### config.mk
export PLATFORM = sky130hd
export DESIGN_NAME = packstream_value_encoder_flat
export DESIGN_NICKNAME = d
export VERILOG_FILES = /design/src/rtl/core/pvenc_pkg.sv /design/src/rtl/core/pvenc_in_if.sv /design/src/rtl/core/pvenc_out_if.sv /design/src/rtl/core/packstream_value_encoder.sv /design/src/rtl/core/pvenc_classify.sv /design/src/rtl/core/pvenc_frame.sv /design/src/rtl/core/pvenc_serial.sv /design/src/flat_wrapper.sv
export VERILOG_INCLUDE_DIRS = /design/src /design/src/rtl/core
export SDC_FILE = /design/constraint.sdc
export NUM_CORES = 1
export LEC_CHECK = 0
export BUFFER_PORTS_ARGS = -buffer_cell sky130_fd_sc_hd__buf_2
export CAP_MARGIN = 20
export CORE_MARGIN = 8
export CORE_UTILIZATION = 55
export CTS_BUF_LIST = sky130_fd_sc_hd__clkbuf_8
export CTS_CLUSTER_DIAMETER = 50
export DETAILED_ROUTE_END_ITERATION = 6
export HOLD_SLACK_MARGIN = 0.06
export PLACE_DENSITY = 0.78
export RECOVER_POWER = 25
export SETUP_SLACK_MARGIN = 0.02
export SLEW_MARGIN = 20
export SYNTH_ARGS = -nofsm -noshare
export SYNTH_HDL_FRONTEND = slang
export SYNTH_SLANG_ARGS = --single-unit
### constraint.sdc
create_clock -name clk -period 3.9 [get_ports clk]
set_input_delay 0.78 -clock clk [delete_from_list [all_inputs] [get_ports clk]]
set_output_delay 0.78 -clock clk [all_outputs]
set_load 0.1 [all_outputs]
### src/rtl/core/packstream_value_encoder_macros.svh
// ----------------------------------------------------------------------------
// packstream_value_encoder_macros.svh
// Assertion helpers used by the encoder RTL (pvenc_serial).
// ----------------------------------------------------------------------------
`ifndef PACKSTREAM_VALUE_ENCODER_MACROS_SVH
`define PACKSTREAM_VALUE_ENCODER_MACROS_SVH

// Same-cycle implication, disabled while reset is asserted.
`define PVENC_ASSERT_IMP(lbl, clk, rstn, ant, con) \
  lbl: assert property (@(posedge clk) disable iff (!rstn) (ant) |-> (con)) \
    else $error("pvenc assertion failed");

// Next-cycle implication, disabled while reset is asserted.
`define PVENC_ASSERT_NXT(lbl, clk, rstn, ant, con) \
  lbl: assert property (@(posedge clk) disable iff (!rstn) (ant) |=> (con)) \
    else $error("pvenc assertion failed");

`endif

### src/rtl/core/pvenc_pkg.sv
// ----------------------------------------------------------------------------
// pvenc_pkg
// Request kinds, marker bytes and stage records of the value encoder.
// ----------------------------------------------------------------------------
`default_nettype none

package pvenc_pkg;

  // Request kinds
  localparam logic [3:0] MODE_NULL   = 4'd0;
  localparam logic [3:0] MODE_BOOL   = 4'd1;
  localparam logic [3:0] MODE_INT    = 4'd2;
  localparam logic [3:0] MODE_FLOAT  = 4'd3;
  localparam logic [3:0] MODE_STRING = 4'd4;
  localparam logic [3:0] MODE_LIST   = 4'd5;
  localparam logic [3:0] MODE_MAP    = 4'd6;
  localparam logic [3:0] MODE_STRUCT = 4'd7;
  localparam logic [3:0] MODE_RAW    = 4'd8;

  // Marker bytes
  localparam logic [7:0] MK_NULL       = 8'hC0;
  localparam logic [7:0] MK_FLOAT      = 8'hC1;
  localparam logic [7:0] MK_FALSE      = 8'hC2;
  localparam logic [7:0] MK_TRUE       = 8'hC3;
  localparam logic [7:0] MK_INT8       = 8'hC8;
  localparam logic [7:0] MK_INT16      = 8'hC9;
  localparam logic [7:0] MK_INT32      = 8'hCA;
  localparam logic [7:0] MK_INT64      = 8'hCB;
  localparam logic [7:0] MK_TINY_STR   = 8'h80;
  localparam logic [7:0] MK_TINY_LIST  = 8'h90;
  localparam logic [7:0] MK_TINY_MAP   = 8'hA0;
  localparam logic [7:0] MK_TINY_STRCT = 8'hB0;
  localparam logic [7:0] MK_STRCT_SAT  = 8'hBF;
  localparam logic [7:0] MK_STR8       = 8'hD0;
  localparam logic [7:0] MK_STR16      = 8'hD1;
  localparam logic [7:0] MK_STR32      = 8'hD2;
  localparam logic [7:0] MK_LIST8      = 8'hD4;
  localparam logic [7:0] MK_LIST16     = 8'hD5;
  localparam logic [7:0] MK_LIST32     = 8'hD6;
  localparam logic [7:0] MK_MAP8       = 8'hD8;
  localparam logic [7:0] MK_MAP16      = 8'hD9;
  localparam logic [7:0] MK_MAP32      = 8'hDA;

  // Longest encoding: marker plus eight payload bytes
  localparam int unsigned MAX_BYTES = 9;

  // Classified request: marker, payload and payload byte count
  typedef struct packed {
    logic [7:0]  marker;
    logic [63:0] data;
    logic [3:0]  nbytes;
    logic        err;
  } cls_t;

  // Assembled frame, byte 0 goes out first
  typedef struct packed {
    logic [MAX_BYTES-1:0][7:0] bytes;
    logic [3:0]                count;
    logic                      err;
  } frame_t;

endpackage

`default_nettype wire

### src/rtl/core/pvenc_in_if.sv
// ----------------------------------------------------------------------------
// pvenc_in_if
// Request channel: one typed value per handshake.
// ----------------------------------------------------------------------------
`default_nettype none

interface pvenc_in_if;
  logic               valid;
  logic               ready;
  logic [3:0]         mode;
  logic signed [63:0] value;
  logic [31:0]        size;
  logic [7:0]         struct_tag;

  modport source (output valid, output mode, output value, output size,
                  output struct_tag, input ready);
  modport sink   (input valid, input mode, input value, input size,
                  input struct_tag, output ready);
endinterface

`default_nettype wire

### src/rtl/core/pvenc_out_if.sv
// ----------------------------------------------------------------------------
// pvenc_out_if
// Byte channel: one encoded byte per handshake with last and error marks.
// ----------------------------------------------------------------------------
`default_nettype none

interface pvenc_out_if;
  logic       valid;
  logic       ready;
  logic [7:0] out_byte;
  logic       last;
  logic       error;

  modport source (output valid, output out_byte, output last, output error,
                  input ready);
  modport sink   (input valid, input out_byte, input last, input error,
                  output ready);
endinterface

`default_nettype wire

### src/rtl/core/packstream_value_encoder.sv
// Path: a taken request passes three register stages (classify, frame, serial buffer)
// before its first byte is offered on the output channel.
// Throughput: one request per cycle enters the pipeline while it is not stalled; the byte
// serialiser sends one byte per cycle while the sink is ready: marker plus 0..8 payload bytes.
// Unknown kinds are dropped in the first stage and go no further down the pipeline.
// Reset: synchronous active-low rst_n clears all valid bits; no clearing pass.
// ----------------------------------------------------------------------------
// packstream_value_encoder
// Typed value to PackStream byte stream encoder, three-stage pipeline.
// ----------------------------------------------------------------------------
`default_nettype none

module packstream_value_encoder (
  input  wire logic   clk,
  input  wire logic   rst_n,
  pvenc_in_if.sink    in_req,
  pvenc_out_if.source out_res
);
  import pvenc_pkg::*;

  logic   cls_valid;
  cls_t   cls_data;
  logic   cls_ready;
  logic   frm_valid;
  frame_t frm_data;
  logic   frm_ready;

  // Decode kind and range
  pvenc_classify u_classify (
    .clk       (clk),
    .rst_n     (rst_n),
    .in_req    (in_req),
    .cls_valid (cls_valid),
    .cls_data  (cls_data),
    .cls_ready (cls_ready)
  );

  // Lay out bytes
  pvenc_frame u_frame (
    .clk       (clk),
    .rst_n     (rst_n),
    .cls_valid (cls_valid),
    .cls_data  (cls_data),
    .cls_ready (cls_ready),
    .frm_valid (frm_valid),
    .frm_data  (frm_data),
    .frm_ready (frm_ready)
  );

  // Send bytes
  pvenc_serial u_serial (
    .clk       (clk),
    .rst_n     (rst_n),
    .frm_valid (frm_valid),
    .frm_data  (frm_data),
    .frm_ready (frm_ready),
    .out_res   (out_res)
  );

endmodule

`default_nettype wire

### src/rtl/core/pvenc_classify.sv
// ----------------------------------------------------------------------------
// pvenc_classify
// Stage one: pick the marker, payload and payload length of each request.
// ----------------------------------------------------------------------------
`default_nettype none

module pvenc_classify (
  input  wire logic         clk,
  input  wire logic         rst_n,
  pvenc_in_if.sink          in_req,
  output logic              cls_valid,
  output pvenc_pkg::cls_t   cls_data,
  input  wire logic         cls_ready
);
  import pvenc_pkg::*;

  logic valid_r;
  cls_t cls_r;
  cls_t cls_nxt;
  logic keep;
  logic advance;
  logic int_tiny;
  logic int_8;
  logic int_16;
  logic int_32;
  logic [7:0] mk_tiny;
  logic [7:0] mk_8;
  logic [7:0] mk_16;
  logic [7:0] mk_32;

  // Signed range tests: upper bits all equal to the sign
  always_comb begin
    int_tiny = (in_req.value[63:7] == '0) || (&in_req.value[63:4]);
    int_8    = (in_req.value[63:7] == '0) || (&in_req.value[63:7]);
    int_16   = (in_req.value[63:15] == '0) || (&in_req.value[63:15]);
    int_32   = (in_req.value[63:31] == '0) || (&in_req.value[63:31]);
  end

  // Size header marker set per collection kind
  always_comb begin
    case (in_req.mode)
      MODE_LIST: begin
        mk_tiny = MK_TINY_LIST; mk_8 = MK_LIST8; mk_16 = MK_LIST16; mk_32 = MK_LIST32;
      end
      MODE_MAP: begin
        mk_tiny = MK_TINY_MAP; mk_8 = MK_MAP8; mk_16 = MK_MAP16; mk_32 = MK_MAP32;
      end
      default: begin
        mk_tiny = MK_TINY_STR; mk_8 = MK_STR8; mk_16 = MK_STR16; mk_32 = MK_STR32;
      end
    endcase
  end

  // Decode the request kind
  always_comb begin
    cls_nxt.marker = MK_NULL;
    cls_nxt.data   = in_req.value;
    cls_nxt.nbytes = 4'd0;
    cls_nxt.err    = 1'b0;
    keep           = 1'b1;
    case (in_req.mode)
      MODE_NULL: cls_nxt.marker = MK_NULL;
      MODE_BOOL: cls_nxt.marker = in_req.value[0] ? MK_TRUE : MK_FALSE;
      MODE_INT: begin
        if (int_tiny) begin
          cls_nxt.marker = in_req.value[7:0];
        end else if (int_8) begin
          cls_nxt.marker = MK_INT8;  cls_nxt.nbytes = 4'd1;
        end else if (int_16) begin
          cls_nxt.marker = MK_INT16; cls_nxt.nbytes = 4'd2;
        end else if (int_32) begin
          cls_nxt.marker = MK_INT32; cls_nxt.nbytes = 4'd4;
        end else begin
          cls_nxt.marker = MK_INT64; cls_nxt.nbytes = 4'd8;
        end
      end
      MODE_FLOAT: begin
        cls_nxt.marker = MK_FLOAT;
        cls_nxt.nbytes = 4'd8;
      end
      MODE_STRING, MODE_LIST, MODE_MAP: begin
        cls_nxt.data = {32'd0, in_req.size};
        if (in_req.size[31:4] == '0) begin
          cls_nxt.marker = mk_tiny | {4'd0, in_req.size[3:0]};
        end else if (in_req.size[31:8] == '0) begin
          cls_nxt.marker = mk_8;  cls_nxt.nbytes = 4'd1;
        end else if (in_req.size[31:16] == '0) begin
          cls_nxt.marker = mk_16; cls_nxt.nbytes = 4'd2;
        end else begin
          cls_nxt.marker = mk_32; cls_nxt.nbytes = 4'd4;
        end
      end
      MODE_STRUCT: begin
        cls_nxt.data   = {56'd0, in_req.struct_tag};
        cls_nxt.nbytes = 4'd1;
        if (in_req.size[31:4] != '0) begin
          cls_nxt.marker = MK_STRCT_SAT;
          cls_nxt.err    = 1'b1;
        end else begin
          cls_nxt.marker = MK_TINY_STRCT | {4'd0, in_req.size[3:0]};
        end
      end
      MODE_RAW: cls_nxt.marker = in_req.value[7:0];
      // Unknown kinds produce no bytes: drop here
      default: keep = 1'b0;
    endcase
  end

  assign advance      = !valid_r || cls_ready;
  assign in_req.ready = advance;

  // Stage register
  always_ff @(posedge clk) begin
    if (!rst_n) begin
      valid_r <= 1'b0;
    end else if (advance) begin
      valid_r <= in_req.valid && keep;
    end
  end

  always_ff @(posedge clk) begin
    if (advance) begin
      cls_r <= cls_nxt;
    end
  end

  assign cls_valid = valid_r;
  assign cls_data  = cls_r;

endmodule

`default_nettype wire

### src/rtl/core/pvenc_frame.sv
// ----------------------------------------------------------------------------
// pvenc_frame
// Stage two: lay out marker and payload bytes, most significant first.
// ----------------------------------------------------------------------------
`default_nettype none

module pvenc_frame (
  input  wire logic              clk,
  input  wire logic              rst_n,
  input  wire logic              cls_valid,
  input  wire pvenc_pkg::cls_t   cls_data,
  output logic                   cls_ready,
  output logic                   frm_valid,
  output pvenc_pkg::frame_t      frm_data,
  input  wire logic              frm_ready
);
  import pvenc_pkg::*;

  logic        valid_r;
  frame_t      frm_r;
  frame_t      frm_nxt;
  logic [6:0]  shamt;
  logic [63:0] payload;
  logic        advance;

  // Left-align the payload so that its top byte sits behind the marker
  always_comb begin
    shamt   = {4'(4'd8 - cls_data.nbytes), 3'b000};
    payload = cls_data.data << shamt;
    frm_nxt.bytes[0] = cls_data.marker;
    for (int k = 1; k < MAX_BYTES; k++) begin
      frm_nxt.bytes[k] = payload[63 - 8 * (k - 1) -: 8];
    end
    frm_nxt.count = 4'(cls_data.nbytes + 4'd1);
    frm_nxt.err   = cls_data.err;
  end

  assign advance   = !valid_r || frm_ready;
  assign cls_ready = advance;

  // Stage register
  always_ff @(posedge clk) begin
    if (!rst_n) begin
      valid_r <= 1'b0;
    end else if (advance) begin
      valid_r <= cls_valid;
    end
  end

  always_ff @(posedge clk) begin
    if (advance) begin
      frm_r <= frm_nxt;
    end
  end

  assign frm_valid = valid_r;
  assign frm_data  = frm_r;

endmodule

`default_nettype wire

### src/rtl/core/pvenc_serial.sv
// ----------------------------------------------------------------------------
// pvenc_serial
// Stage three: shift a frame out one byte per handshake.
// ----------------------------------------------------------------------------
`default_nettype none

`include "packstream_value_encoder_macros.svh"

module pvenc_serial (
  input  wire logic              clk,
  input  wire logic              rst_n,
  input  wire logic              frm_valid,
  input  wire pvenc_pkg::frame_t frm_data,
  output logic                   frm_ready,
  pvenc_out_if.source            out_res
);
  import pvenc_pkg::*;

  logic                      valid_r;
  logic                      valid_nxt;
  logic [MAX_BYTES-1:0][7:0] buf_r;
  logic [MAX_BYTES-1:0][7:0] buf_nxt;
  logic [3:0]                cnt_r;
  logic [3:0]                cnt_nxt;
  logic                      err_r;
  logic                      err_nxt;
  logic                      last;
  logic                      take;
  logic                      load;

  assign last      = (cnt_r == 4'd1);
  assign take      = valid_r && out_res.ready;
  assign frm_ready = !valid_r || (take && last);
  assign load      = frm_valid && frm_ready;

  // Load a new frame, or drop the byte just sent and advance
  always_comb begin
    valid_nxt = valid_r;
    buf_nxt   = buf_r;
    cnt_nxt   = cnt_r;
    err_nxt   = err_r;
    if (load) begin
      valid_nxt = 1'b1;
      buf_nxt   = frm_data.bytes;
      cnt_nxt   = frm_data.count;
      err_nxt   = frm_data.err;
    end else if (take) begin
      valid_nxt = !last;
      buf_nxt   = buf_r >> 8;
      cnt_nxt   = 4'(cnt_r - 4'd1);
    end
  end

  always_ff @(posedge clk) begin
    if (!rst_n) begin
      valid_r <= 1'b0;
      cnt_r   <= 4'd0;
    end else begin
      valid_r <= valid_nxt;
      cnt_r   <= cnt_nxt;
    end
  end

  always_ff @(posedge clk) begin
    buf_r <= buf_nxt;
    err_r <= err_nxt;
  end

  assign out_res.valid    = valid_r;
  assign out_res.out_byte = buf_r[0];
  assign out_res.last     = last;
  assign out_res.error    = err_r;

  // A held frame always has bytes left
  `PVENC_ASSERT_IMP(a_cnt_live, clk, rst_n, valid_r, (cnt_r != 4'd0) && (cnt_r <= 4'd9))
  // A byte taken that is not the last keeps the frame alive
  `PVENC_ASSERT_NXT(a_more_bytes, clk, rst_n, take && !last, valid_r)
  // Error frames are two-byte structure headers
  `PVENC_ASSERT_IMP(a_err_short, clk, rst_n, valid_r && err_r, cnt_r <= 4'd2)

endmodule

`default_nettype wire
### src/flat_wrapper.sv
// flat-port wrapper written by rule: the top's interface ports become plain ports
module packstream_value_encoder_flat import pvenc_pkg::*;
  (clk, rst_n, in_req_valid, in_req_mode, in_req_value, in_req_size, in_req_struct_tag, in_req_ready, out_res_valid, out_res_out_byte, out_res_last, out_res_error, out_res_ready);
  pvenc_in_if in_req_i ();
  pvenc_out_if out_res_i ();
  input  wire logic clk;
  input  wire logic rst_n;
  input wire logic [$bits(in_req_i.valid)-1:0] in_req_valid;
  input wire logic [$bits(in_req_i.mode)-1:0] in_req_mode;
  input wire logic [$bits(in_req_i.value)-1:0] in_req_value;
  input wire logic [$bits(in_req_i.size)-1:0] in_req_size;
  input wire logic [$bits(in_req_i.struct_tag)-1:0] in_req_struct_tag;
  output wire logic [$bits(in_req_i.ready)-1:0] in_req_ready;
  output wire logic [$bits(out_res_i.valid)-1:0] out_res_valid;
  output wire logic [$bits(out_res_i.out_byte)-1:0] out_res_out_byte;
  output wire logic [$bits(out_res_i.last)-1:0] out_res_last;
  output wire logic [$bits(out_res_i.error)-1:0] out_res_error;
  input wire logic [$bits(out_res_i.ready)-1:0] out_res_ready;
  assign in_req_i.valid = in_req_valid;
  assign in_req_i.mode = in_req_mode;
  assign in_req_i.value = in_req_value;
  assign in_req_i.size = in_req_size;
  assign in_req_i.struct_tag = in_req_struct_tag;
  assign in_req_ready = in_req_i.ready;
  assign out_res_valid = out_res_i.valid;
  assign out_res_out_byte = out_res_i.out_byte;
  assign out_res_last = out_res_i.last;
  assign out_res_error = out_res_i.error;
  assign out_res_i.ready = out_res_ready;
  packstream_value_encoder u_core (.clk(clk), .rst_n(rst_n), .in_req(in_req_i), .out_res(out_res_i));
endmodule
Yosys cells after proc, flatten, opt, wreduce, memory -nomap -nowiden
Cells that the tools add are included.
{ "word_totals": {"register_bits": 234, "romBits": 0, "ram_bits": 0, "latch_bits": 0, "out_inout_bits": 12, "word_cells": 104, "inputBits": 112, "n_memories": 0} }
{ "classes": {"bitwise": 1, "addsub": 3, "muxes": 31, "reduce_logical": 30, "div_mod_pow": 0, "n_lt_le_gt_ge": 0, "eq_ne": 9, "n_mul": 0, "n_shift": 1} }
{ "op_table": {"columns": ["op", "n"], "rows": [
  ["$mux W72", 2],
  ["$pmux W64 S2", 1],
  ["$shl A64 B7 Y64", 1],
  ["$reduce_and A60 Y1", 1],
  ["$logic_not A57 Y1", 1],
  ["$reduce_and A57 Y1", 1],
  ["$logic_not A49 Y1", 1],
  ["$reduce_and A49 Y1", 1],
  ["$mux W8", 6],
  ["$pmux W8 S6", 1],
  ["$logic_not A33 Y1", 1],
  ["$reduce_and A33 Y1", 1],
  ["$logic_not A28 Y1", 1],
  ["$mux W4", 7],
  ["$reduce_bool A28 Y1", 1],
  ["$logic_not A24 Y1", 1],
  ["$pmux W4 S2", 3],
  ["$eq A4 B3 Y1 const B", 4],
  ["$logic_not A16 Y1", 1],
  ["$pmux W4 S4", 1],
  ["$pmux W6 S2", 1],
  ["$mux W3", 3],
  ["$reduce_or A9 Y1", 1],
  ["$eq A4 B1 Y1 const B", 2],
  ["13 further kinds", 31]
]} }

Depth between registers and ports, before layout
{ "depth": {"word_depth": 7, "depth_mapped": 9} }

Cells and area by module
From an unflattened synthesis, not the netlist that was laid out.
{ "hier_totals": {"cells_unflattened": 866, "hier_area_um2": 11910.2} }
{ "by_module_without_submodules": {"columns": ["mod", "instances", "cells_each", "seq_area_each_um2", "area_per_inst_um2"], "rows": [
  ["pvenc_frame", 1, 336, 2332.2, 4530.6],
  ["pvenc_classify", 1, 320, 2332.2, 3841.2],
  ["pvenc_serial", 1, 210, 2292.2, 3538.4]
]} }

Worst setup path after synthesis
Ideal clock, no wire load.
{ "synth_path": {"path_kind": "register to register", "start": "register u_core.u_serial.valid_r (netlist: u_core.u_serial.out_res.valid)", "end": "register u_core.u_classify.cls_r, in the netlist u_core.u_classify.cls_data[0], enable pin", "t_arrival_ps": 3784, "path_stages_with_launch": 4, "setup_slack_ps": -1147, "setup_time_ps": 1263, "synth_period_minus_slack_ps": 5047, "path_cell_list": "dfxtp_1 -> inv_1 -> nor2_1 -> nand3_1"} }
{ "synth_via": {"elab_chain_len": 5, "elab_cells_between_ends": 6, "cone_classes": "reduce/logical (6)"} }
{ "synth_lines": {"columns": ["item", "line_no", "source"], "rows": [
  ["start, declared", "pvenc_serial.sv:19", "logic valid_r;"],
  ["start signal, assigned", "pvenc_serial.sv:59", "valid_r <= valid_nxt;"],
  ["$logic_and A1 B1 Y1", "pvenc_serial.sv:32", "assign take = valid_r && out_res.ready;"],
  ["$logic_and A1 B1 Y1", "pvenc_serial.sv:33", "assign frm_ready = !valid_r || (take && last);"],
  ["$logic_or A1 B1 Y1 (*)", "pvenc_serial.sv:33", null],
  ["$logic_or A1 B1 Y1 (*)", "pvenc_frame.sv:38", "assign advance = !valid_r || frm_ready;"],
  ["$logic_or A1 B1 Y1 (*)", "pvenc_classify.sv:109", "assign advance = !valid_r || cls_ready;"],
  ["via in_req_ready", "flat_wrapper.sv:13", "output wire logic [$bits(in_req_i.ready)-1:0] in_req_ready;"],
  ["end signal, assigned", "pvenc_classify.sv:123", "cls_r <= cls_nxt;"],
  ["end, declared", "pvenc_classify.sv:18", "cls_t cls_r;"]
]} }
The timed path passes the listed nets; every way through them passes the cells marked *.
A chain may end at the register's enable or synchronous reset.

Final worst setup path
{ "layout_path": {"start": "register u_core.u_serial.cnt_r[0]", "end": "output port in_req_ready"} }
{ "layout_via": {"elab_chain_len": 5} }
{ "layout_lines": {"columns": ["item", "line_no", "source"], "rows": [
  ["start, declared", "pvenc_serial.sv:23", "logic [3:0] cnt_r;"],
  ["start signal, assigned", "pvenc_serial.sv:60", "cnt_r <= cnt_nxt;"],
  ["$eq A4 B1 Y1", "pvenc_serial.sv:31", "assign last = (cnt_r == 4'd1);"],
  ["$logic_and A1 B1 Y1", "pvenc_serial.sv:33", null],
  ["$logic_or A1 B1 Y1", "pvenc_serial.sv:33", null],
  ["$logic_or A1 B1 Y1", "pvenc_frame.sv:38", null],
  ["$logic_or A1 B1 Y1", "pvenc_classify.sv:109", null],
  ["end, declared", "flat_wrapper.sv:13", null]
]} }
No other way between the ends.

==> impl_metrics.yaml <==
power_and_ir_drop:
  peakVddDrop_uv: 229
  power_mw: 5.54
  pwr_density_cell_nw_per_um2: 427
  leakagePower_nw: 5.15
placement:
  dp_cells: 1325
  dp_hpwl_um: 19000
  routabilityCongestion: 0.922
  io_buffer_count: 123
  place_area_um2: 12300
grt:
  antenna_found_initial: 0
  grt_max_degree: 77
  use_met3_pct: 3.75
  grt_first_pass_wirelength_um: 41300
  grt-busiest-layer: "met2"
  grt_pass1_vias: 7860
  grt_usage_pct: 20.1
  overflow: 0
  use_met1_pct: 26.5
  met2_usage_pct: 33.1
clock_network:
  cts_hold_buf: 0
  postCtsResizedCells: 0
  clk_latency_ps: 530
  root_buffer: "clkbuf_8"
  cts_setup_buffers: 0
  cts.clk_slew.worst_paths_ps: 60
  cts_sinks: 234
  cts_buffers: 39
  clk_path_buf_depth: 3
  htreeDepth: 2
  cts_tree: "built"
cells_and_area:
  fin_nets: 1212
  drive_gt1_share_pct: 20.6
  fin_area_um2: 13000
  fin_cells: 1394
  nFillCells: 1576
  syn2layout_area_growth_pct: 13.6
  n_antenna_cell: 0
synthesis:
  synth_largest_area_cell: "edfxtp_1"
  async_flop_share_pct: 0
  synth.distinct_cells: 56
  yosys_warnings: 0
  synthTopCellsByArea: "edfxtp_1 (60%), nand2_1 (7.6%), mux4_2 (6.3%)"
  syn_area_per_cell_um2: 11.6
  ys_dominant_reg_cell: "edfxtp_1"
  seq_area_frac_synth_pct: 60.9
  netlist_area_um2: 11400
  synthCells: 984
  synth_edf_count: 227
  ys_ff_latch: 234
  netlist.area_leader.share_pct: 59.7
  synth_nets: 1100
sta:
  fin_worst_skew_ps: 22.9
  rsz0062_at_grt: "no"
  hold_violations: 0
  max_freq_mhz: 296
  fin_setup_tns_ps: 0
  tightest_slew_ps: 2060
  setup_violations: 0
  finalMaxSlewViolations: 159
  min_period_ps: 3380
  period_share_pct: 86.6
  slew_headroom_pct: -37.1
floorplanning:
  initial_core_util_pct: 56.3
  dieArea_um2: 25600
  die_x_um: 160
  die_h_um: 160
  ios: 124
  coreArea_um2: 20300
  num_rows: 52
setup_path:
  critPathLaunchType: "register"
  max_stage_delay_ps: 550
  crit_type: "register to output port"
  worstSetupEndpointType: "output port"
  cp-endpoint: "in_req_ready"
  slowest_stage: "nor4bb_1"
  r2r_end: "u_core.u_frame.frm_data[28]$_SDFFCE_PP0P_"
  r2r_setup_slack_ps: 540
  cp_data_arrival_time_ps: 2600
  rr_startpoint: "u_core.u_classify.cls_data[1]$_SDFFCE_PN0P_"
  startpoint: "u_core.u_serial.cnt_r[0]$_SDFFE_PN0P_"
  path_cells: "ha_1, nor4bb_1, nor2_1, nand3_4, buf_2"
  reg2regPathDepth: 7
  critPathRequiredTime_ps: 3120
  crit_fanout: 5
run:
  drv_cap: 3
detailed_routing:
  dr.pass1.iters: 5
  drt-total-wl_um: 26500
  drt-initial-drc-count: 622
  final_antenna_net_count: 0
  vias: 7953
  via_per_inst: 5.71
  drcViolationCount: 0
  wl_per_cell_um: 19.0
outcome:
  violations: "capacitance limit, slew limit"
  status: "complete, but fails checks"
worst_hold_path:
  hold_path_class: "register to register"
## worst min path at each step
stage / to / startpoint / cells past startpoint
final: u_core.u_frame.frm_data[0]$_DFFE_PP_ / u_core.u_classify.cls_data[0]$_SDFFCE_PN0P_ / 0
after global routing: u_core.u_frame.frm_data[0]$_DFFE_PP_ / u_core.u_classify.cls_data[0]$_SDFFCE_PN0P_ / 0
after CTS: u_core.u_frame.frm_data[0]$_DFFE_PP_ / u_core.u_classify.cls_data[0]$_SDFFCE_PN0P_ / 0
after detailed placement: u_core.u_frame.frm_data[0]$_DFFE_PP_ / u_core.u_classify.cls_data[0]$_SDFFCE_PN0P_ / 0
after global placement: u_core.u_serial.out_res.error$_DFFE_PP_ / u_core.u_frame.frm_data[0]$_DFFE_PP_ / 0
after floorplan: u_core.u_frame.frm_data[0]$_DFFE_PP_ / u_core.u_classify.cls_data[0]$_SDFFCE_PN0P_ / 0
## cells in the final DEF (no fill, tap or decap), types with 11 or more instances in the layout
cell type    n
edfxtp_1   227
nand4_1     19
nand3_1     20
clkbuf_1    11
buf_2      114
mux4_2      32
buf_4       11
and2_0      23
inv_1       21
o21ai_0     27
clkbuf_8    43
a21oi_1     47
nor4_1      18
nor2_1      88
a22o_1      24
nand2_1    231
and3_1      11
and2_1      17
mux2i_1     27
## Yosys cell counts (11+ instances only)
cell and n:
nand3_1 21, a21oi_1 47, nor2_1 88, edfxtp_1 227, and2_1 40, and3_1 11, nor4_1 18, nand4_1 19
mux4_2 32, o21ai_0 27, mux2i_1 27, a22o_1 24, nand2_1 232, clkbuf_1 44
## state kept, by name, indices dropped and copies added, names as in the netlist
signal                            flops
u_core.u_classify.cls_data           77
u_core.u_frame.frm_data              77
u_core.u_serial.buf_r                64
u_core.u_serial.out_res.out_byte      8
u_core.u_serial.cnt_r                 4
u_core.u_classify.cls_valid           1
u_core.u_frame.frm_valid              1
u_core.u_serial.out_res.error         1
u_core.u_serial.out_res.valid         1
## stage by stage
step	util, %	hold slack, ps	setup WS [ps]
after global placement	60.6	408	797
after detailed placement	60.6	414	709
after floorplan	-	400	227
final	63.9	426	523
after global routing	63.9	447	250
after CTS	64.0	415	481
## critical path: cells and delay by family (launching register included)
family                   cells  cell delay (ps)
buffers and inverters        1              460
AND/OR/NAND/NOR              3             1010
adder cells (fa/ha/maj)      1              200
flip-flops                   1              400
## power by group
| group | internal, mW | switching, mW |
|---|---|---|
| clock | 1.01 | 0.927 |
| sequential | 2.93 | 0.0931 |
| combinational | 0.227 | 0.348 |
## cell type report
cell class                 count  area, um^2  area share (%)
clock inverter                26         115           0.887
tap                          270         338            2.60
inverter                      10        37.5           0.289
timing repair buffer         140         759            5.85
clock buffer                  43         592            4.56
sequential                   234        6960            53.6
multi-input combinational    671        4180            32.2
## routing by layer
| metal | up-vias | wire, um |
|---|---|---|
| met2 | 306 | 12900 |
| met5 | - | 0 |
| met1 | 3795 | 11500 |
| met3 | 37 | 1550 |
| met4 | 0 | 533 |
| li1 | 3815 | - |
## logic make-up (layout without fill, tap and decap cells)
| group | after synthesis | count (layout) | synth area share, % |
|---|---|---|---|
| AND/OR/NAND/NOR | 470 | 470 | 18.8 |
| flip-flops | 234 | 234 | 60.9 |
| AO/OA/AOI/OAI | 124 | 124 | 6.91 |
| buffers and inverters | 79 | 219 | 3.02 |
| multiplexers | 67 | 67 | 9.46 |
| XOR/XNOR | 6 | 6 | 0.460 |
| adder cells (fa/ha/maj) | 4 | 4 | 0.438 |
Note: power is estimated with default switching activity, not from simulation.
